--- config.mk ---
export PLATFORM = sky130hd
export DESIGN_NAME = url_path_canonicalizer
export DESIGN_NICKNAME = d
export VERILOG_FILES = /design/src/hw/rtl/upc_pkg.sv /design/src/hw/rtl/upc_front.sv /design/src/hw/rtl/upc_fifo.sv /design/src/hw/rtl/upc_back.sv /design/src/hw/rtl/url_path_canonicalizer.sv
export SDC_FILE = /design/constraint.sdc
export NUM_CORES = 1
export LEC_CHECK = 0
export BUFFER_PORTS_ARGS = -buffer_cell sky130_fd_sc_hd__buf_2
export CORE_AREA = 2 2 156 158
export DETAILED_ROUTE_END_ITERATION = 6
export DIE_AREA = 0 0 158 160
export SYNTH_ARGS = -nofsm -noshare
export SYNTH_HDL_FRONTEND = slang
export SYNTH_SLANG_ARGS = --single-unit
--- constraint.sdc ---
create_clock -name clk -period 12.9 [get_ports clk]
set_input_delay 2.58 -clock clk [delete_from_list [all_inputs] [get_ports clk]]
set_output_delay 2.58 -clock clk [all_outputs]
set_load 0.05 [all_outputs]
--- src/hw/rtl/upc_pkg.sv ---
// ----------------------------------------------------------------------------
// upc_pkg: shared types and helpers for the URL path canonicaliser
// Request and result structs, the front-to-back command format, character
// constants and the small character-class functions used by both halves.
// ----------------------------------------------------------------------------
package upc_pkg;

  // Input request: one raw byte of the target
  typedef struct packed {
    logic [7:0] in_byte;
    logic       in_last;
  } in_item_t;

  // Result: one path character or the final verdict
  typedef struct packed {
    logic [7:0] out_char;
    logic       char_valid;
    logic       done_res;
    logic       path_ok;
  } out_item_t;

  // What the back end must emit for one accepted byte
  typedef enum logic [1:0] {
    CMD_NONE  = 2'd0,
    CMD_PLAIN = 2'd1,
    CMD_ESC   = 2'd2
  } cmd_kind_t;

  typedef struct packed {
    cmd_kind_t  kind;
    logic [7:0] ch;
    logic       done;
    logic       ok;
  } cmd_t;

  // Command queue geometry
  localparam int CMD_QUEUE_DEPTH = 4;
  localparam int CMD_QUEUE_AW    = $clog2(CMD_QUEUE_DEPTH);

  // Register reset values
  localparam logic [15:0] MAX_TARGET_RESET  = 16'd8192;
  localparam logic [11:0] MAX_SEGMENT_RESET = 12'd1024;

  // Character constants
  localparam logic [7:0] CH_SLASH   = 8'h2F;
  localparam logic [7:0] CH_QUERY   = 8'h3F;
  localparam logic [7:0] CH_HASH    = 8'h23;
  localparam logic [7:0] CH_PERCENT = 8'h25;
  localparam logic [7:0] CH_DOT     = 8'h2E;
  localparam logic [7:0] CH_BSLASH  = 8'h5C;
  localparam logic [7:0] CH_SPACE   = 8'h20;
  localparam logic [7:0] CH_DEL     = 8'h7F;

  // Uppercase hex digit for a nibble
  function automatic logic [7:0] hex_digit(input logic [3:0] n);
    if (n < 4'd10) begin
      return 8'h30 + {4'd0, n};
    end
    return 8'h37 + {4'd0, n};
  endfunction

  // Hex digit value: bit 4 set when the byte is a valid digit
  function automatic logic [4:0] hex_value(input logic [7:0] c);
    if (c >= 8'h30 && c <= 8'h39) begin
      return {1'b1, c[3:0]};
    end
    if ((c >= 8'h41 && c <= 8'h46) || (c >= 8'h61 && c <= 8'h66)) begin
      return {1'b1, c[3:0] + 4'd9};
    end
    return 5'd0;
  endfunction

  // Unreserved characters pass through unescaped
  function automatic logic keep_plain(input logic [7:0] c);
    return (c >= 8'h41 && c <= 8'h5A) || (c >= 8'h61 && c <= 8'h7A) ||
           (c >= 8'h30 && c <= 8'h39) || c == 8'h2D || c == CH_DOT ||
           c == 8'h5F || c == 8'h7E;
  endfunction

endpackage

--- src/hw/rtl/upc_front.sv ---
// ----------------------------------------------------------------------------
// upc_front: byte parser and validator
// Accepts one raw byte per cycle unless the queue is full, tracks escape,
// segment, dot and UTF-8 state, and issues one command per output or last byte.
// ----------------------------------------------------------------------------
module upc_front
  import upc_pkg::*;
(
  input  logic        clk,
  input  logic        rst,
  input  logic        push,
  output logic        full,
  input  in_item_t    in_req,
  input  logic [15:0] max_target_length,
  input  logic [11:0] max_segment_length,
  output logic        q_push,
  output cmd_t        q_cmd,
  input  logic        q_full
);

  typedef enum logic [2:0] {
    PH_SLASH = 3'b001,
    PH_PATH  = 3'b010,
    PH_QUERY = 3'b100
  } phase_t;

  typedef enum logic [2:0] {
    ESC_NONE = 3'b001,
    ESC_PCT  = 3'b010,
    ESC_HI   = 3'b100
  } esc_t;

  localparam logic [1:0] DOT_EMPTY = 2'd0;
  localparam logic [1:0] DOT_ONE   = 2'd1;
  localparam logic [1:0] DOT_TWO   = 2'd2;
  localparam logic [1:0] DOT_OTHER = 2'd3;

  localparam logic [2:0] U8_NONE = 3'd0;
  localparam logic [2:0] U8_A0BF = 3'd1;
  localparam logic [2:0] U8_809F = 3'd2;
  localparam logic [2:0] U8_90BF = 3'd3;
  localparam logic [2:0] U8_808F = 3'd4;

  phase_t      phase, phase_next;
  esc_t        esc, esc_next;
  logic [3:0]  high_nibble, high_nibble_next;
  logic [11:0] seg_count, seg_count_next;
  logic [1:0]  dot, dot_next;
  logic [1:0]  u8_pending, u8_pending_next;
  logic [2:0]  u8_limit, u8_limit_next;
  logic [15:0] tgt_count, tgt_count_next;
  logic        err, err_next;

  cmd_kind_t   kind;
  logic [7:0]  ch;
  logic        ok;
  logic        accept;

  // Segment end is bad on an open escape, empty, dot segments or open UTF-8
  function automatic logic seg_bad(input esc_t e, input logic [11:0] cnt,
                                   input logic [1:0] dp, input logic [1:0] pend);
    return (e != ESC_NONE) || (cnt == 12'd0) || (dp == DOT_ONE) ||
           (dp == DOT_TWO) || (pend != 2'd0);
  endfunction

  assign full   = q_full;
  assign accept = push && !q_full;

  // Next state for the byte on the input
  always_comb begin
    logic       take;
    logic [7:0] b;
    logic [7:0] d;
    logic [4:0] hv;
    logic [7:0] lo;
    logic [7:0] hi;
    logic       u8_ok;

    phase_next       = phase;
    esc_next         = esc;
    high_nibble_next = high_nibble;
    seg_count_next   = seg_count;
    dot_next         = dot;
    u8_pending_next  = u8_pending;
    u8_limit_next    = u8_limit;
    tgt_count_next   = tgt_count;
    err_next         = err;
    kind             = CMD_NONE;
    ch               = CH_SLASH;
    take             = 1'b0;
    b                = in_req.in_byte;
    d                = b;
    hv               = hex_value(b);
    lo               = 8'h80;
    hi               = 8'hBF;
    u8_ok            = 1'b0;

    // Raw length and fragment checks
    if (tgt_count >= max_target_length) begin
      err_next = 1'b1;
    end else if (tgt_count != 16'hFFFF) begin
      tgt_count_next = tgt_count + 16'd1;
    end
    if (b == CH_HASH) begin
      err_next = 1'b1;
    end

    // Parse the byte
    if (phase == PH_SLASH) begin
      if (b != CH_SLASH) begin
        err_next = 1'b1;
      end else if (!err_next) begin
        kind = CMD_PLAIN;
      end
      phase_next       = PH_PATH;
      esc_next         = ESC_NONE;
      high_nibble_next = 4'd0;
      seg_count_next   = 12'd0;
      dot_next         = DOT_EMPTY;
      u8_pending_next  = 2'd0;
      u8_limit_next    = U8_NONE;
    end else if (phase == PH_PATH && !err_next) begin
      if (b == CH_SLASH || b == CH_QUERY) begin
        if (seg_bad(esc, seg_count, dot, u8_pending)) begin
          err_next = 1'b1;
        end
        if (b == CH_SLASH) begin
          if (!err_next) begin
            kind = CMD_PLAIN;
          end
          esc_next         = ESC_NONE;
          high_nibble_next = 4'd0;
          seg_count_next   = 12'd0;
          dot_next         = DOT_EMPTY;
          u8_pending_next  = 2'd0;
          u8_limit_next    = U8_NONE;
        end else begin
          phase_next = PH_QUERY;
        end
      end else if (esc == ESC_NONE) begin
        if (b == CH_PERCENT) begin
          esc_next = ESC_PCT;
        end else if (b <= CH_SPACE || b == CH_DEL || b == CH_BSLASH) begin
          err_next = 1'b1;
        end else begin
          take = 1'b1;
        end
      end else begin
        if (!hv[4]) begin
          err_next = 1'b1;
        end else if (esc == ESC_PCT) begin
          high_nibble_next = hv[3:0];
          esc_next         = ESC_HI;
        end else begin
          esc_next = ESC_NONE;
          take     = 1'b1;
          d        = {high_nibble, hv[3:0]};
        end
      end
    end

    // Take one decoded byte into the segment
    if (take) begin
      if (seg_count >= max_segment_length) begin
        err_next = 1'b1;
      end else begin
        if (seg_count != 12'hFFF) begin
          seg_count_next = seg_count + 12'd1;
        end
        if (d == 8'h00) begin
          err_next = 1'b1;
        end else begin
          if (d == CH_DOT) begin
            if (dot != DOT_OTHER) begin
              dot_next = dot + 2'd1;
            end
          end else begin
            dot_next = DOT_OTHER;
          end
          // Strict UTF-8 sequence check
          if (u8_pending != 2'd0) begin
            priority case (u8_limit)
              U8_A0BF: lo = 8'hA0;
              U8_809F: hi = 8'h9F;
              U8_90BF: lo = 8'h90;
              U8_808F: hi = 8'h8F;
              default: ;
            endcase
            u8_ok = (d >= lo) && (d <= hi);
            if (u8_ok) begin
              u8_limit_next   = U8_NONE;
              u8_pending_next = u8_pending - 2'd1;
            end
          end else if (d < 8'h80) begin
            u8_ok = 1'b1;
          end else if (d >= 8'hC2 && d <= 8'hDF) begin
            u8_ok           = 1'b1;
            u8_pending_next = 2'd1;
          end else if (d >= 8'hE0 && d <= 8'hEF) begin
            u8_ok           = 1'b1;
            u8_pending_next = 2'd2;
            u8_limit_next   = (d == 8'hE0) ? U8_A0BF : (d == 8'hED) ? U8_809F : U8_NONE;
          end else if (d >= 8'hF0 && d <= 8'hF4) begin
            u8_ok           = 1'b1;
            u8_pending_next = 2'd3;
            u8_limit_next   = (d == 8'hF0) ? U8_90BF : (d == 8'hF4) ? U8_808F : U8_NONE;
          end
          if (!u8_ok) begin
            err_next = 1'b1;
          end else begin
            kind = keep_plain(d) ? CMD_PLAIN : CMD_ESC;
            ch   = d;
          end
        end
      end
    end

    // Verdict for a final byte
    ok = !(err_next || (phase_next == PH_PATH &&
           seg_bad(esc_next, seg_count_next, dot_next, u8_pending_next)));
  end

  // Issue a command whenever the byte yields characters or ends the target
  assign q_push     = accept && (kind != CMD_NONE || in_req.in_last);
  assign q_cmd.kind = kind;
  assign q_cmd.ch   = ch;
  assign q_cmd.done = in_req.in_last;
  assign q_cmd.ok   = ok;

  // Hold parser state; clear it at the end of each target
  always_ff @(posedge clk) begin
    if (rst || (accept && in_req.in_last)) begin
      phase       <= PH_SLASH;
      esc         <= ESC_NONE;
      high_nibble <= 4'd0;
      seg_count   <= 12'd0;
      dot         <= DOT_EMPTY;
      u8_pending  <= 2'd0;
      u8_limit    <= U8_NONE;
      tgt_count   <= 16'd0;
      err         <= 1'b0;
    end else if (accept) begin
      phase       <= phase_next;
      esc         <= esc_next;
      high_nibble <= high_nibble_next;
      seg_count   <= seg_count_next;
      dot         <= dot_next;
      u8_pending  <= u8_pending_next;
      u8_limit    <= u8_limit_next;
      tgt_count   <= tgt_count_next;
      err         <= err_next;
    end
  end

endmodule

--- src/hw/rtl/upc_fifo.sv ---
// ----------------------------------------------------------------------------
// upc_fifo: command queue between front and back
// Small synchronous queue of commands; lets the parser run ahead while
// the emitter spells out escapes.
// ----------------------------------------------------------------------------
module upc_fifo
  import upc_pkg::*;
(
  input  logic clk,
  input  logic rst,
  input  logic push,
  input  cmd_t din,
  output logic full,
  input  logic pop,
  output cmd_t dout,
  output logic empty
);

  cmd_t                    mem [CMD_QUEUE_DEPTH];
  logic [CMD_QUEUE_AW-1:0] wr_ptr;
  logic [CMD_QUEUE_AW-1:0] rd_ptr;
  logic [CMD_QUEUE_AW:0]   count;
  logic                    do_push;
  logic                    do_pop;

  assign full    = (count == (CMD_QUEUE_AW + 1)'(CMD_QUEUE_DEPTH));
  assign empty   = (count == '0);
  assign do_push = push && !full;
  assign do_pop  = pop && !empty;
  assign dout    = mem[rd_ptr];

  // Store entries
  always_ff @(posedge clk) begin
    if (do_push) begin
      mem[wr_ptr] <= din;
    end
  end

  // Advance pointers and occupancy
  always_ff @(posedge clk) begin
    if (rst) begin
      wr_ptr <= '0;
      rd_ptr <= '0;
      count  <= '0;
    end else begin
      if (do_push) begin
        wr_ptr <= wr_ptr + 1'b1;
      end
      if (do_pop) begin
        rd_ptr <= rd_ptr + 1'b1;
      end
      if (do_push && !do_pop) begin
        count <= count + 1'b1;
      end else if (do_pop && !do_push) begin
        count <= count - 1'b1;
      end
    end
  end

endmodule

--- src/hw/rtl/upc_back.sv ---
// ----------------------------------------------------------------------------
// upc_back: result emitter
// Holds one command and spells it out as results: a plain character, or
// '%' and two uppercase hex digits, then the verdict on the final byte.
// ----------------------------------------------------------------------------
module upc_back
  import upc_pkg::*;
(
  input  logic      clk,
  input  logic      rst,
  input  cmd_t      q_cmd,
  input  logic      q_empty,
  output logic      q_pop,
  output out_item_t res,
  output logic      empty,
  input  logic      pop
);

  cmd_t       cur;
  logic       cur_valid;
  logic [1:0] step;
  logic [2:0] n_char;
  logic [2:0] n_total;
  logic       last_step;
  logic       advance;

  // Count the results owed by the held command
  always_comb begin
    unique case (cur.kind)
      CMD_PLAIN: n_char = 3'd1;
      CMD_ESC:   n_char = 3'd3;
      default:   n_char = 3'd0;
    endcase
  end

  assign n_total   = n_char + {2'd0, cur.done};
  assign last_step = ({1'b0, step} == n_total - 3'd1);
  assign empty     = !cur_valid;
  assign advance   = pop && cur_valid;
  assign q_pop     = !q_empty && (!cur_valid || (advance && last_step));

  // Present the current result
  always_comb begin
    res = '0;
    if ({1'b0, step} < n_char) begin
      res.char_valid = 1'b1;
      if (cur.kind == CMD_ESC) begin
        unique case (step)
          2'd0:    res.out_char = CH_PERCENT;
          2'd1:    res.out_char = hex_digit(cur.ch[7:4]);
          default: res.out_char = hex_digit(cur.ch[3:0]);
        endcase
      end else begin
        res.out_char = cur.ch;
      end
    end else begin
      res.done_res = 1'b1;
      res.path_ok  = cur.ok;
    end
  end

  // Hold the command payload; load the next one when idle or as the last result leaves
  always_ff @(posedge clk) begin
    if (q_pop) begin
      cur <= q_cmd;
    end
  end

  // Step through results
  always_ff @(posedge clk) begin
    if (rst) begin
      cur_valid <= 1'b0;
      step      <= 2'd0;
    end else if (!cur_valid || (advance && last_step)) begin
      cur_valid <= !q_empty;
      step      <= 2'd0;
    end else if (advance) begin
      step <= step + 2'd1;
    end
  end

endmodule

--- src/hw/rtl/url_path_canonicalizer.sv ---
// ----------------------------------------------------------------------------
// url_path_canonicalizer: streaming request-target path canonicaliser
// Checks a request target byte by byte and emits its canonical path.
// ----------------------------------------------------------------------------
// Usage:
//   Requests enter on push/full/in_req, one raw byte per request, in_last on
//   the final byte. Results leave on empty/pop/res: path characters first,
//   then one verdict result (done_res, path_ok) per target. The consumer
//   drops the characters of a target whose verdict has path_ok low.
//   With queue and emitter idle, the first result of a byte shows once its
//   command is written into the queue and loaded into the emitter.
//   Throughput: one request per cycle while the four-entry command queue is
//   not full; the emitter drains one result per cycle while the receiver
//   pops, so an escaped byte (three characters) takes three results and the
//   sustained rate is set by that single-result output port. When the
//   receiver stalls the queue fills and full rises; no result is lost. Reset
//   clears the parser, the queue and the emitter and sets the limits to 8192
//   target bytes and 1024 segment bytes. The limits sit at APB 0x0 and 0x4;
//   the user writes them only while the block is idle (not enforced here).
// ----------------------------------------------------------------------------
module url_path_canonicalizer
  import upc_pkg::*;
(
  input  logic        clk,
  input  logic        rst,
  input  logic        push,
  output logic        full,
  input  in_item_t    in_req,
  output logic        empty,
  input  logic        pop,
  output out_item_t   res,
  input  logic        psel,
  input  logic        penable,
  input  logic        pwrite,
  input  logic [2:0]  paddr,
  input  logic [31:0] pwdata,
  output logic [31:0] prdata,
  output logic        pready
);

  logic [15:0] max_target_length;
  logic [11:0] max_segment_length;
  logic        cfg_write;
  logic        f_push;
  cmd_t        f_cmd;
  logic        f_full;
  cmd_t        b_cmd;
  logic        b_empty;
  logic        b_pop;

  // Configuration registers
  assign pready    = 1'b1;
  assign cfg_write = psel && penable && pwrite && pready;

  always_ff @(posedge clk) begin
    if (rst) begin
      max_target_length  <= MAX_TARGET_RESET;
      max_segment_length <= MAX_SEGMENT_RESET;
    end else if (cfg_write) begin
      if (paddr[2]) begin
        max_segment_length <= pwdata[11:0];
      end else begin
        max_target_length <= pwdata[15:0];
      end
    end
  end

  assign prdata = paddr[2] ? {20'd0, max_segment_length} : {16'd0, max_target_length};

  // Parser
  upc_front u_front (
    .clk                (clk),
    .rst                (rst),
    .push               (push),
    .full               (full),
    .in_req             (in_req),
    .max_target_length  (max_target_length),
    .max_segment_length (max_segment_length),
    .q_push             (f_push),
    .q_cmd              (f_cmd),
    .q_full             (f_full)
  );

  // Command queue
  upc_fifo u_fifo (
    .clk   (clk),
    .rst   (rst),
    .push  (f_push),
    .din   (f_cmd),
    .full  (f_full),
    .pop   (b_pop),
    .dout  (b_cmd),
    .empty (b_empty)
  );

  // Emitter
  upc_back u_back (
    .clk     (clk),
    .rst     (rst),
    .q_cmd   (b_cmd),
    .q_empty (b_empty),
    .q_pop   (b_pop),
    .res     (res),
    .empty   (empty),
    .pop     (pop)
  );

endmodule
Yosys cells after proc, flatten, opt, wreduce, memory -nomap -nowiden
Memories as Yosys holds them, arrays and structs flattened. A register that Yosys moved wholly into a read port is not among the register bits.
Cells that the tools add are included.
Widths: inputs -> output; s select.
{"block": "word_totals", "input_bits": 51, "word_cells": 333, "out_inout_bits": 46, "memories": 1, "ff_bits": 84, "ram_bits": 48, "mem_bits_ro": 0, "latchBits": 0}
{"memory": "u_fifo.mem", "words": 4, "width": 12, "rd": 1, "rd_clocked_by_memory_dff": 1, "wr": 1, "line_no": "upc_fifo.sv:19", "text": "cmd_t mem [CMD_QUEUE_DEPTH];"}
{"block": "op_classes", "addsub": 16, "n_lt_le_gt_ge": 27, "mul": 0, "n_shift": 0, "bitwise_logic": 2, "n_eq_ne": 40, "div": 0, "muxes": 160, "n_reduce_logical": 71}
{"operator": "$mux 8", "count": 23}
{"operator": "$mux 3", "count": 30}
{"operator": "$mux 12", "count": 7}
{"operator": "$mux 2", "count": 34}
{"operator": "$mux 1", "count": 49}
{"operator": "$eq 8x6->1 const B", "count": 6}
{"operator": "$eq 8x7->1 const B", "count": 4}
{"operator": "$eq 8x8->1 const B", "count": 4}
{"operator": "$ge 8x7->1 const B", "count": 4}
{"operator": "$le 8x7->1 const B", "count": 4}
{"operator": "$add 6x4->7 const A", "count": 4}
{"operator": "$mux 4", "count": 7}
{"operator": "$ge 8x8->1 const B", "count": 3}
{"operator": "$le 8x6->1 const B", "count": 3}
{"operator": "$le 8x8->1 const B", "count": 3}
{"operator": "$logic_and 1x1->1", "count": 24}
{"operator": "$logic_not 12->1", "count": 2}
{"operator": "$pmux 6 s2", "count": 2}
{"operator": "$logic_or 1x1->1", "count": 22}
{"operator": "$mux 5", "count": 4}
{"operator": "$add 16x1->16 const B", "count": 1}
{"operator": "$ge 16x16->1", "count": 1}
{"operator": "$ge 8x6->1 const B", "count": 2}
{"operator": "$mux 16", "count": 1}
{"operator": "other kinds (38)", "count": 72}

Logic depth before layout (Yosys ltp)
Gate-level depths: netlist (run 1).
{"block": "depth", "depth_word": 35, "depth_mapped": 27, "ltp_nobuf": 22}

Cells and area by module
From an unflattened synthesis (run 1), not the netlist that was laid out.
{"block": "unflattened", "hier_cells": 995, "area_unflattened_um2": 9306.4}
{"mod": "upc_front", "n_inst": 1, "area_each_um2": 4649.5, "seq_area_each_um2": 920.9, "cells_each": 640}
{"mod": "upc_fifo", "n_inst": 1, "area_each_um2": 2198.4, "seq_area_each_um2": 1621.6, "cells_each": 110}
{"mod": "url_path_canonicalizer", "n_inst": 1, "area_each_um2": 1512.7, "seq_area_each_um2": 560.5, "cells_each": 150}
{"mod": "upc_back", "n_inst": 1, "area_each_um2": 945.9, "seq_area_each_um2": 420.4, "cells_each": 95}

Worst setup path after synthesis (run 1)
Ideal clock, no wire load.
{"block": "synth_path", "path_type": "input port to flip-flop", "from": "input port in_req[1] in the netlist's numbering", "to": "register u_fifo.count[2]", "t_arrival_ns": 7.544, "path_buffers": 5, "setup_time_ns": 0.071, "slack_ns": 5.285, "path_stages": 27, "t_required_ns": 12.829, "path_cell_list": "clkbuf_1 > inv_1 > ha_1 > nor3b_1 > or3_4 > a211oi_4 > and4_1 > buf_4 > buf_6 > buf_6 > nand2_1 > nand2_1 > ha_1 > a21oi_1 > a21oi_1 > nor3b_1 > a21oi_2 > a211oi_4 > o221a_4 > o31a_1 > buf_6 > ha_1 > inv_1 > fa_1 > xor2_1 > or3_1 > a21oi_1"}
{"block": "synth_between", "elab_chain_len": 34, "elab_cells_between_ends": 111, "cone_classes": "1 x add/sub; 22 x order compare; 11 x eq/ne; 46 x mux; 31 x reduce/logical"}
{"element": "start, declared", "line_no": "url_path_canonicalizer.sv:28", "text": "input in_item_t in_req,"}
{"element": "$ge 8x7->1 / $le 8x7->1 (equally long branches)", "line_no": "upc_pkg.sv:67", "text": "if ((c >= 8'h41 && c <= 8'h46) || (c >= 8'h61 && c <= 8'h66)) begin"}
{"element": "$logic_and 1x1->1", "line_no": "upc_pkg.sv:67"}
{"element": "$logic_or 1x1->1", "line_no": "upc_pkg.sv:67"}
{"element": "$mux 1 (2 in series)", "line_no": "upc_pkg.sv:67"}
{"element": "$mux 5", "line_no": "upc_pkg.sv:70", "text": "return 5'd0;"}
{"element": "$mux 5", "line_no": "upc_pkg.sv:67"}
{"element": "$mux 8", "line_no": "upc_front.sv:151", "text": "end else if (esc == ESC_PCT) begin"}
{"element": "$mux 8", "line_no": "upc_front.sv:149", "text": "if (!hv[4]) begin"}
{"element": "[18 not listed]"}
{"element": "$reduce_bool 2->1 (*)", "line_no": "upc_front.sv:224", "text": "assign q_push = accept && (kind != CMD_NONE || in_req.in_last);"}
{"element": "$logic_or 1x1->1 (*)", "line_no": "upc_front.sv:224"}
{"element": "$logic_and 1x1->1 (*)", "line_no": "upc_front.sv:224"}
{"element": "$logic_and 1x1->1 (*)", "line_no": "upc_fifo.sv:28", "text": "assign do_push = push && !full;"}
{"element": "net u_fifo.do_push", "line_no": "upc_fifo.sv:23", "text": "logic do_push;"}
{"element": "$logic_not 1->1", "line_no": "upc_fifo.sv:54", "text": "end else if (do_pop && !do_push) begin"}
{"element": "$logic_and 1x1->1", "line_no": "upc_fifo.sv:54"}
{"element": "$reduce_bool 2->1 (no source line)"}
{"element": "end signal, assigned", "line_no": "upc_fifo.sv:53", "text": "count <= count + 1'b1;"}
{"element": "end signal, assigned", "line_no": "upc_fifo.sv:55", "text": "count <= count - 1'b1;"}
{"element": "end, declared", "line_no": "upc_fifo.sv:22", "text": "logic [CMD_QUEUE_AW:0] count;"}
Mark *: on every way through the listed nets, which the timed path passes. The rest lies on a longest branch. The select of a mux whose other input is x is not followed.
A chain may end at the register's enable or synchronous reset.

Worst setup path in the final report (run 1)
{"block": "layout_path", "from": "input port in_req[1] in the netlist's numbering", "to": "register u_fifo.count[2]"}
{"block": "layout_between", "elab_chain_len": 34, "elab_cells_between_ends": 111, "cone_classes": "1 x add/sub; 22 x order compare; 11 x eq/ne; 46 x mux; 31 x reduce/logical"}
{"element": "$ge 8x7->1 / $le 8x7->1 (equally long branches)", "line_no": "upc_pkg.sv:67"}
{"element": "$logic_and 1x1->1", "line_no": "upc_pkg.sv:67"}
{"element": "$logic_or 1x1->1", "line_no": "upc_pkg.sv:67"}
{"element": "$mux 1 (2 in series)", "line_no": "upc_pkg.sv:67"}
{"element": "$mux 5", "line_no": "upc_pkg.sv:70"}
{"element": "$mux 5", "line_no": "upc_pkg.sv:67"}
{"element": "$mux 8", "line_no": "upc_front.sv:151"}
{"element": "$mux 8", "line_no": "upc_front.sv:149"}
{"element": "[17 not listed]"}
{"element": "$mux 2 (*)", "line_no": "upc_front.sv:163", "text": "if (take) begin"}
{"element": "$reduce_bool 2->1 (*)", "line_no": "upc_front.sv:224"}
{"element": "$logic_or 1x1->1 (*)", "line_no": "upc_front.sv:224"}
{"element": "$logic_and 1x1->1 (*)", "line_no": "upc_front.sv:224"}
{"element": "$logic_and 1x1->1 (*)", "line_no": "upc_fifo.sv:28"}
{"element": "$logic_not 1->1", "line_no": "upc_fifo.sv:54"}
{"element": "$logic_and 1x1->1", "line_no": "upc_fifo.sv:54"}
{"element": "$reduce_bool 2->1 (no source line)"}
Mark *: on every way between the ends. The rest lies on a longest branch, timed or not. The select of a mux whose other input is x is not followed.

==> results of run 1 <==
report_power, final:
group | switching (mW) | internal (mW)
combinational | 0.329 | 0.146
sequential | 0.0417 | 0.521
clock | 0.217 | 0.274
per-layer routing:
layer	vias to the layer above	track usage
li1	3900	-
met1	3700	0.2588
met2	199	0.2957
met3	35	0.02904
met4	0	0.05283
met5	-	0
worst max-delay path by stage:
| stage | startpoint | end | slack, ns | cells after the start |
|---|---|---|---|---|
| 6_report | in_req[1] | u_fifo.count[2]$_SDFFE_PP0P_ | 4.77 | 23 |
| 5_1_grt | in_req[1] | u_fifo.count[2]$_SDFFE_PP0P_ | 4.32 | 23 |
| 4_1_cts | in_req[1] | u_fifo.count[2]$_SDFFE_PP0P_ | 4.82 | 23 |
| 3_5_place_dp | in_req[1] | u_fifo.count[2]$_SDFFE_PP0P_ | 4.40 | 23 |
| 3_3_place_gp | in_req[1] | u_fifo.count[2]$_SDFFE_PP0P_ | 4.46 | 23 |
| 2_1_floorplan | in_req[1] | u_fifo.count[2]$_SDFFE_PP0P_ | 5.29 | 27 |
final cells by class:
| cell class | instances | area (µm²) |
|---|---|---|
| Clock buffer | 17 | 425.4 |
| Sequential cell | 144 | 3483 |
| Inverter | 64 | 240.2 |
| Fill cell | 2370 | 13500 |
| Multi-Input combinational cell | 802 | 5264 |
| Timing Repair Buffer | 65 | 335.3 |
| Tap cell | 324 | 405.4 |
| Clock inverter | 15 | 165.2 |
sequential cells by signal (all words and copies together), names as in the netlist, 3 cells and up:
name and count:
u_front.u8_limit 3, u_front.phase 3, u_front.seg_count 12, max_target_length 16
max_segment_length 12, u_front.esc 3, u_fifo.mem 48, u_front.tgt_count 16
u_front.high_nibble 4, u_back.cur 12, u_fifo.count 3
cell usage after synthesis (all sizes together) (11+ instances only):
cell type | n | area [µm²]
a211oi | 13 | 127.6
a21oi | 81 | 409.1
a22oi | 12 | 90.09
a31oi | 12 | 75.07
and2 | 13 | 81.33
and3 | 12 | 75.07
buf | 32 | 216.5
clkbuf | 43 | 161.4
dfxtp | 84 | 1682
edfxtp | 60 | 1802
ha | 55 | 688.2
inv | 64 | 240.2
mux2i | 12 | 132.6
mux4 | 12 | 270.3
nand2 | 136 | 510.5
nand3 | 27 | 135.1
nor2 | 107 | 404.1
nor3 | 35 | 185.2
nor3b | 11 | 82.58
o21ai | 45 | 225.2
or3 | 11 | 73.82
xnor2 | 12 | 105.1
xor2 | 13 | 113.9
logic make-up (layout without fill, tap and decap cells):
family | Yosys count | after routing | share of synthesized area
other cells | 2 | 17 | 0.0008068
xor+xnor | 25 | 25 | 0.02352
fa+ha+maj | 57 | 57 | 0.07823
flops | 144 | 144 | 0.3742
compound gates | 256 | 256 | 0.1863
buf+inv | 139 | 161 | 0.06640
mux | 27 | 27 | 0.04691
simple gates | 420 | 420 | 0.2237
worst max-delay path, delay by kind of cell:
kind                     cells  cell delay [ns]
AO/OA/AOI/OAI                8             1.89
XOR/XNOR                     1             0.17
adder cells (fa/ha/maj)      4             1.13
buffers and inverters        3             0.45
AND/OR/NAND/NOR              7             2.25
through the flow:
stage | setup WS, ns | cell area, µm²
finish | 4.774 | 10320
global route | 4.323 | 10320
CTS | 4.822 | 10320
detailed placement | 4.402 | 9728
global placement | 4.460 | 9728
floorplan | 5.285 | 9365
==> flow_metrics.env, run 1 <==
export IMPL_crit_path_start_kind="input pin"
export IMPL_cts_root_buf="clkbuf_16"
export IMPL_wl_met3_um=989
export IMPL_worstRegToRegCells=22
export IMPL_numPortBuffers=61
export IMPL_cts_buffer_depth=2
export IMPL_syn_area_um2=9309
export IMPL_grt_pass1_vias=7174
export IMPL_finalSetupViolations=0
export IMPL_clock_fmax_mhz=123.1
export IMPL_hold_slack_ns=0.4518
export IMPL_netlist_cell_type_count=86
export IMPL_stdcell_count=1431
export IMPL_setup_tns_ns=0
export IMPL_drive_above_1_share=0.1238
export IMPL_cts_setup_buffers=0
export IMPL_synth_yosys_seq_area_share=0.3742
export IMPL_met2_length_mm=10.60
export IMPL_die_w_um=158
export IMPL_finClkSkew_ns=0.01161
export IMPL_clk_latency_ns=0.43
export IMPL_cts_tree="done"
export IMPL_m1WireLength_mm=10.89
export IMPL_relSlewSlack=0.2165
export IMPL_peakVddDrop_uv=133.3
export IMPL_period_minus_slack_ns=8.126
export IMPL_slew_viol_final=0
export IMPL_ant_nets=0
export IMPL_place_hpwl_mm=16.69
export IMPL_powerDensity_nw_per_um2=148.2
export IMPL_track_usage=0.1849
export IMPL_worstPathCellList="buf_2, inv_1, ha_1, nor3b_1, or3_4, a211oi_4, and4_1, nand2_1, nand2_1, ha_1, a21oi_1, a21oi_1, nor3b_1, a21oi_2, a211oi_4, o221a_4, o31a_1, ha_1, inv_1, fa_1, xor2_1, or3_1, a21oi_1"
export IMPL_overflow=0
export IMPL_drt_vias_per_instance=5.474
export IMPL_antenna_found_initial=0
export IMPL_hold_buffers=0
export IMPL_placed_cells=1399
export IMPL_hold_end="max_target_length[11]$_SDFFE_PP0P_"
export IMPL_area_growth_syn_to_layout_pct=10.85
export IMPL_fin_crit_sh=0.6299
export IMPL_drv_cap=0
export IMPL_h_tree_depth=4
export IMPL_syn_area_per_cell_um2=8.700
export IMPL_wl_per_cell_um=15.95
export IMPL_diodes=0
export IMPL_utilization=0.4332
export IMPL_die_area_um2=25280
export IMPL_async_flop_share=0
export IMPL_p_leak_nw=3.676
export IMPL_ys_warn_count=0
export IMPL_rsz0062_at_grt="false"
export IMPL_layout_common_cells="nand2_1 (136), nor2_1 (106), dfxtp_1 (84), a21oi_1 (80), inv_1 (64)"
export IMPL_worst_hold_startpoint="max_target_length[11]$_SDFFE_PP0P_"
export IMPL_clk_pin_slew_ns=0.07
export IMPL_core_area_um2=23820
export IMPL_drcViolationCount=0
export IMPL_ctsResizeCount=0
export IMPL_cts_buffers=17
export IMPL_status="complete, no violations"
export IMPL_end_kind="flip-flop"
export IMPL_worst_pin_slew_ns=1.171
export IMPL_drtIter0Drc=606
export IMPL_worstSetupPathType="input pin to flip-flop"
export IMPL_synth_ff_type="dfxtp_1"
export IMPL_ff2ff_setup_slack_ns=6.84
export IMPL_crit_path_max_incr_delay_ns=0.79
export IMPL_grt_pass1_wl_mm=37.48
export IMPL_drt_wl_total_mm=22.82
export IMPL_required_ns=13.26
export IMPL_synth_edf_count=60
export IMPL_highest_layer="met4"
export IMPL_r2r_end="u_fifo.count[2]$_SDFFE_PP0P_"
export IMPL_total_power_mw=1.529
export IMPL_start_util=0.3908
export IMPL_final_common_cell="nand2_1"
export IMPL_grt_max_degree=47
export IMPL_dr_pass1_iters=5
export IMPL_critPathSlowestCell="and4_1"
export IMPL_clock_sinks=144
export IMPL_path_max_fanout=23
export IMPL_hold_violations=0
export IMPL_synthCells=1070
export IMPL_rows=57
export IMPL_crit_arrival_ns=8.49
export IMPL_fp_dieH_um=160
export IMPL_gp_congestion=0.8681
export IMPL_min_path_cells=2
export IMPL_hold_path_class="flip-flop to flip-flop"
export IMPL_nNetsFinal=1202
export IMPL_num_vias=7834
export IMPL_timing_rr_start="u_front.tgt_count[0]$_SDFFE_PP0P_"
export IMPL_io_pins=97
export IMPL_ys_seq_elements=144
No activity file was read; power rests on OpenSTA's default activity.
==> run 2, diff against run 1 <==
==> constraint.sdc (replaced) <==
create_clock -name clk -period 8.5 [get_ports clk]
set_input_delay 1.7 -clock clk [delete_from_list [all_inputs] [get_ports clk]]
set_output_delay 1.7 -clock clk [all_outputs]
set_load 0.05 [all_outputs]
==> run 2 against run 1 <==
Against the previous run: global-route usage up 0.13 points; non-clock buffer count unchanged; core utilization down 0.15 points; critical path depth unchanged; setup slack worse by 3.2 ns; highest routed layer unchanged.
==> flow_metrics.env, run 2 (synthesis gave the netlist of run 1 again) <==
export IMPL_grt_pass1_wl_mm=37.60
export IMPL_nNetsFinal=1202
export IMPL_clkPwrFrac=0.308
export IMPL_p_leak_nw=3.651
export IMPL_powerDensity_nw_per_um2=221.5
export IMPL_start_util=0.3908
export IMPL_critPathSlowestCell="or3_4"
export IMPL_clock_fmax_mhz=144.8
export IMPL_worstSetupPathType="input pin to flip-flop"
export IMPL_core_area_um2=23820
export IMPL_worstPathCellList="buf_2, inv_1, ha_1, nor3b_1, or3_4, a211oi_4, nand4_4, mux2i_1, inv_1, ha_1, a21oi_1, a21oi_1, nor3_1, a21oi_2, a211oi_4, o221a_4, o31a_1, ha_1, inv_1, fa_1, xor2_1, or3_1, a21oi_1"
export IMPL_utilization=0.4317
export IMPL_worst_pin_slew_ns=1.160
export IMPL_h_tree_depth=4
export IMPL_diodes=0
export IMPL_crit_path_max_incr_delay_ns=0.45
export IMPL_finalSetupViolations=0
export IMPL_path_buf_inv=4
export IMPL_required_ns=8.85
export IMPL_cts_tree="done"
export IMPL_placed_cells=1399
export IMPL_cts_setup_buffers=0
export IMPL_top_register="u_fifo.mem"
export IMPL_num_vias=7754
export IMPL_track_usage=0.1862
export IMPL_clock_sinks=144
export IMPL_crit_path_start_kind="input pin"
export IMPL_crit_arrival_ns=7.26
export IMPL_ant_nets=0
export IMPL_largest_register_ffs=48
export IMPL_p_seq_frac=0.375
export IMPL_numPortBuffers=61
export IMPL_final_common_cell="nand2_1"
export IMPL_cp_top_family="compound AO/OA/AOI/OAI gates"
export IMPL_fin_crit_sh=0.8122
export IMPL_path_max_fanout=16
export IMPL_place_hpwl_mm=16.89
export IMPL_slew_viol_final=0
export IMPL_peakVddDrop_uv=250.0
export IMPL_rsz0062_at_grt="false"
export IMPL_drtIter0Drc=722
export IMPL_die_area_um2=25280
export IMPL_period_minus_slack_ns=6.904
export IMPL_gp_congestion=0.8538
export IMPL_overflow=0
export IMPL_dpl_cell_area_um2=9728
export IMPL_antenna_found_initial=0
export IMPL_drive_above_1_share=0.1238
export IMPL_top_regs="u_fifo.mem (48), max_target_length (16), u_front.tgt_count (16)"
export IMPL_drt_vias_per_instance=5.419
export IMPL_clk_latency_ns=0.43
export IMPL_hold_violations=0
export IMPL_fp_dieH_um=160
export IMPL_status="complete, no violations"
export IMPL_grt_pass1_vias=7309
export IMPL_clk_pin_slew_ns=0.07
export IMPL_area_growth_syn_to_layout_pct=10.46
export IMPL_dr_pass1_iters=5
export IMPL_relSlewSlack=0.2239
export IMPL_drt_wl_total_mm=23.02
export IMPL_ctsResizeCount=0
export IMPL_drcViolationCount=0
export IMPL_rows=57
export IMPL_layout_common_cells="nand2_1 (136), nor2_1 (106), dfxtp_1 (84), a21oi_1 (80), inv_1 (64)"
export IMPL_die_w_um=158
export IMPL_finClkSkew_ns=0.009874
export IMPL_hold_path_class="flip-flop to flip-flop"
export IMPL_combPwrFrac=0.317
export IMPL_wl_per_cell_um=16.09
export IMPL_cts_root_buf="clkbuf_16"
export IMPL_p_int_mw=1.393
export IMPL_hold_buffers=0
export IMPL_io_pins=97
export IMPL_p_sw_mw=0.8845
export IMPL_end_kind="flip-flop"
export IMPL_cts_buffers=17
export IMPL_total_power_mw=2.278
export IMPL_grt_max_degree=47
export IMPL_drv_cap=0
export IMPL_stdcell_count=1431
export IMPL_swShare=0.3883
export IMPL_setup_tns_ns=0
export IMPL_final_cell_area_um2=10280
export IMPL_cts_buffer_depth=2
## run 2: changes by cell type in the layout (fill, tap and decap cells not counted)
cell,before,now
clkinvlp_4,0,3
bufinv_16,1,0
clkinv_2,1,2
clkinv_4,2,1
clkinv_8,2,1
inv_6,6,5
## run 2: worst paths after layout
check	startpoint	end	slack, ns	cells after the start
setup / recovery	in_req[1]	u_fifo.count[2]$_SDFFE_PP0P_	1.60	23
hold / removal	max_target_length[2]$_SDFFE_PP0P_	max_target_length[2]$_SDFFE_PP0P_	0.46	2
setup reg to reg	max_target_length[13]$_SDFFE_PP1P_	u_fifo.count[2]$_SDFFE_PP0P_	2.60	22
hold reg to reg	max_target_length[2]$_SDFFE_PP0P_	max_target_length[2]$_SDFFE_PP0P_	0.46	2
## run 2: cell type report
| type | count | area, µm² |
|---|---|---|
| Clock buffer | 17 | 425.4 |
| Fill cell | 2384 | 13540 |
| Sequential cell | 144 | 3483 |
| Tap cell | 324 | 405.4 |
| Inverter | 64 | 240.2 |
| Timing Repair Buffer | 65 | 335.3 |
| Clock inverter | 15 | 128.9 |
| Multi-Input combinational cell | 802 | 5264 |
## run 2: worst reg2reg max path, cell delays in order, from the launching register on
cell	delay (ns)
dfxtp_1	0.31
inv_1	0.08
ha_1	0.32
nand4_1	0.10
nor3_1	0.47
or4b_1	0.61
nand4_4	0.30
mux2i_1	0.40
inv_1	0.11
ha_1	0.21
a21oi_1	0.21
a21oi_1	0.10
nor3_1	0.21
a21oi_2	0.14
a211oi_4	0.35
o221a_4	0.31
o31a_1	0.32
ha_1	0.24
inv_1	0.06
fa_1	0.37
xor2_1	0.17
or3_1	0.30
a21oi_1	0.13
## run 2: metrics by stage
stage,hold WS (ns),setup slack [ns]
2_1_floorplan,0.4363,1.765
3_3_place_gp,0.4417,1.229
6_report,0.4554,1.596
4_1_cts,0.4548,1.593
5_1_grt,0.4698,1.115
3_5_place_dp,0.4465,1.161
## run 2: power groups by stage
| stage | Sequential (mW) | Combinational (mW) | Clock, mW |
|---|---|---|---|
| global placement | 0.868 | 0.718 | 0 |
| floorplan | 0.838 | 0.602 | 0 |
| CTS | 0.855 | 0.726 | 0.714 |
| global route | 0.864 | 0.790 | 0.746 |
| finish | 0.854 | 0.722 | 0.702 |
| detailed placement | 0.870 | 0.721 | 0 |
## run 2: routing by layer
layer	GRT usage	wire length [µm]
met5	0	0
met4	0.05405	348
met3	0.02632	723
met2	0.2990	10860
met1	0.2610	11080
==> run 3, diff against run 2 <==
==> constraint.sdc (replaced) <==
create_clock -name clk -period 5.8 [get_ports clk]
set_input_delay 1.16 -clock clk [delete_from_list [all_inputs] [get_ports clk]]
set_output_delay 1.16 -clock clk [all_outputs]
set_load 0.05 [all_outputs]
==> run 3 against run 2 <==
Against the previous run: register-to-register slack got worse by 1.9 ns; sequential cell count unchanged; total power increased by 49%; largest power group unchanged; hold slack got worse by 0.0011 ns; combinational power increased by 51%; first-iteration DRC count decreased by 24%; final area increased by 3.1%; setup slack got worse by 1.2 ns.
==> flow_metrics.env, run 3 (synthesis gave the netlist of run 1 again) <==
export IMPL_total_power_mw=3.386
export IMPL_required_ns=6.16
export IMPL_h_tree_depth=4
export IMPL_hold_buffers=0
export IMPL_top_register="u_fifo.mem"
export IMPL_grt_max_degree=39
export IMPL_io_pins=97
export IMPL_final_common_cell="nand2_1"
export IMPL_drt_vias_per_instance=5.455
export IMPL_rows=57
export IMPL_drtIter0Drc=552
export IMPL_track_usage=0.1913
export IMPL_core_area_um2=23820
export IMPL_fp_dieH_um=160
export IMPL_setup_slack_ns=0.4106
export IMPL_die_w_um=158
export IMPL_period_minus_slack_ns=5.389
export IMPL_r2r_end="u_fifo.count[2]$_SDFFE_PP0P_"
export IMPL_grt_pass1_vias=7513
export IMPL_numPortBuffers=61
export IMPL_ctsResizeCount=0
export IMPL_drv_cap=0
export IMPL_crit_arrival_ns=5.75
export IMPL_finClkSkew_ns=0.01568
export IMPL_cts_buffers=17
export IMPL_largest_register_ffs=48
export IMPL_setup_tns_ns=0
export IMPL_worstRegToRegCells=21
export IMPL_clock_sinks=144
export IMPL_antenna_found_initial=0
export IMPL_clk_latency_ns=0.43
export IMPL_layout_common_cells="nand2_1 (135), nor2_1 (106), dfxtp_1 (84), a21oi_1 (79), inv_1 (62)"
export IMPL_utilization=0.4451
export IMPL_end_kind="flip-flop"
export IMPL_drcViolationCount=0
export IMPL_hold_path_class="flip-flop to flip-flop"
export IMPL_timing_rr_start="max_target_length[14]$_SDFFE_PP0P_"
export IMPL_ant_nets=0
export IMPL_path_max_fanout=4
export IMPL_p_leak_nw=3.838
export IMPL_hold_end="max_target_length[2]$_SDFFE_PP0P_"
export IMPL_peakVddDrop_uv=377.7
export IMPL_die_area_um2=25280
export IMPL_slew_viol_final=0
export IMPL_post_place_ws_ns=-0.03361
export IMPL_worst_hold_startpoint="max_target_length[2]$_SDFFE_PP0P_"
export IMPL_ff2ff_setup_slack_ns=0.68
export IMPL_min_path_cells=2
export IMPL_crit_path_start_kind="input pin"
export IMPL_nNetsFinal=1239
export IMPL_finalSetupViolations=0
export IMPL_top_regs="u_fifo.mem (48), max_target_length (16), u_front.tgt_count (16)"
export IMPL_multiInputGateArea_um2=5294
export IMPL_fin_crit_sh=0.9292
export IMPL_cts_tree="done"
export IMPL_final_cell_area_um2=10600
export IMPL_hold_violations=0
export IMPL_grt_pass1_wl_mm=38.61
export IMPL_dpl_cell_area_um2=10040
export IMPL_clock_fmax_mhz=185.5
export IMPL_worstSetupPathType="input pin to flip-flop"
export IMPL_gp_congestion=0.8845
export IMPL_overflow=0
export IMPL_fillers=2363
export IMPL_num_vias=8008
export IMPL_worst_pin_slew_ns=1.176
export IMPL_diodes=0
export IMPL_cts_setup_buffers=0
export IMPL_seq_area_um2=3483
export IMPL_clk_pin_slew_ns=0.07
export IMPL_drive_above_1_share=0.1582
export IMPL_wl_per_cell_um=16.11
export IMPL_start_util=0.3908
export IMPL_dr_pass1_iters=6
export IMPL_drt_wl_total_mm=23.65
export IMPL_status="complete, no violations"
export IMPL_relSlewSlack=0.2134
export IMPL_rsz0062_at_grt="false"
export IMPL_place_hpwl_mm=17.65
export IMPL_powerDensity_nw_per_um2=319.3
export IMPL_area_growth_syn_to_layout_pct=13.90
export IMPL_cts_root_buf="clkbuf_16"
export IMPL_cts_buffer_depth=2
==> run 3: cell count changes in the layout (fill, tap and decap cells not counted), sizes merged <==
cell      delta
buf         +37
clkbuf       +3
clkinvlp     -2
inv          -2
clkinv       +1
==> run 3: area by class of cell <==
class	instances	area share
clock buffer	20	0.04413
multi-input combinational	802	0.4993
sequential	144	0.3285
timing repair buffer	102	0.05782
tap	324	0.03823
inverter	64	0.02266
clock inverter	12	0.009323
==> run 3: routing by layer <==
layer	GRT usage	up-vias	share of wire
met5	0	-	0
met4	0.06061	0	0.017
met3	0.02904	34	0.037
met2	0.3166	195	0.48
met1	0.2565	3813	0.47
li1	-	3966	-
==> run 3: per-stage QoR <==
step	std cells	hold WS (ns)
after floorplan	1085	0.4363
after global placement	1436	0.4435
after detailed placement	1436	0.4468
after CTS	1468	0.4550
after global routing	1468	0.4717
final	1468	0.4543
==> run 3: worst max path at each step <==
stage	cells past startpoint	end	from	slack, ns
floorplan	24	u_fifo.count[2]$_SDFFE_PP0P_	in_req[5]	0.01
global placement	20	u_fifo.count[2]$_SDFFE_PP0P_	in_req[5]	0.03
detailed placement	20	u_fifo.count[2]$_SDFFE_PP0P_	in_req[5]	-0.03
CTS	20	u_fifo.count[2]$_SDFFE_PP0P_	in_req[5]	0.42
global route	21	u_fifo.count[2]$_SDFFE_PP0P_	in_req[5]	0.19
finish	20	u_fifo.count[2]$_SDFFE_PP0P_	in_req[5]	0.41
==> run 3: where the power goes <==
group          internal, mW  leakage [nW]  switching (mW)
clock                 0.592         0.275           0.453
combinational         0.342          2.36           0.746
sequential             1.16          1.21          0.0936
total                  2.09          3.84            1.29
==> run 3: worst max-delay path, stage by stage <==
cell and delay [ns]:
buf_2 0.10, or4b_4 0.53, or3_4 0.43, a211oi_4 0.32, nand4_4 0.16, mux2i_1 0.19, buf_4 0.16, ha_1 0.26
nand2_1 0.08, nor3_1 0.26, mux2i_4 0.13, a211oi_4 0.25, o221a_4 0.21, o31a_1 0.23, ha_2 0.22, inv_1 0.05
fa_1 0.37, xor2_1 0.17, or3_1 0.30, a21oi_1 0.15
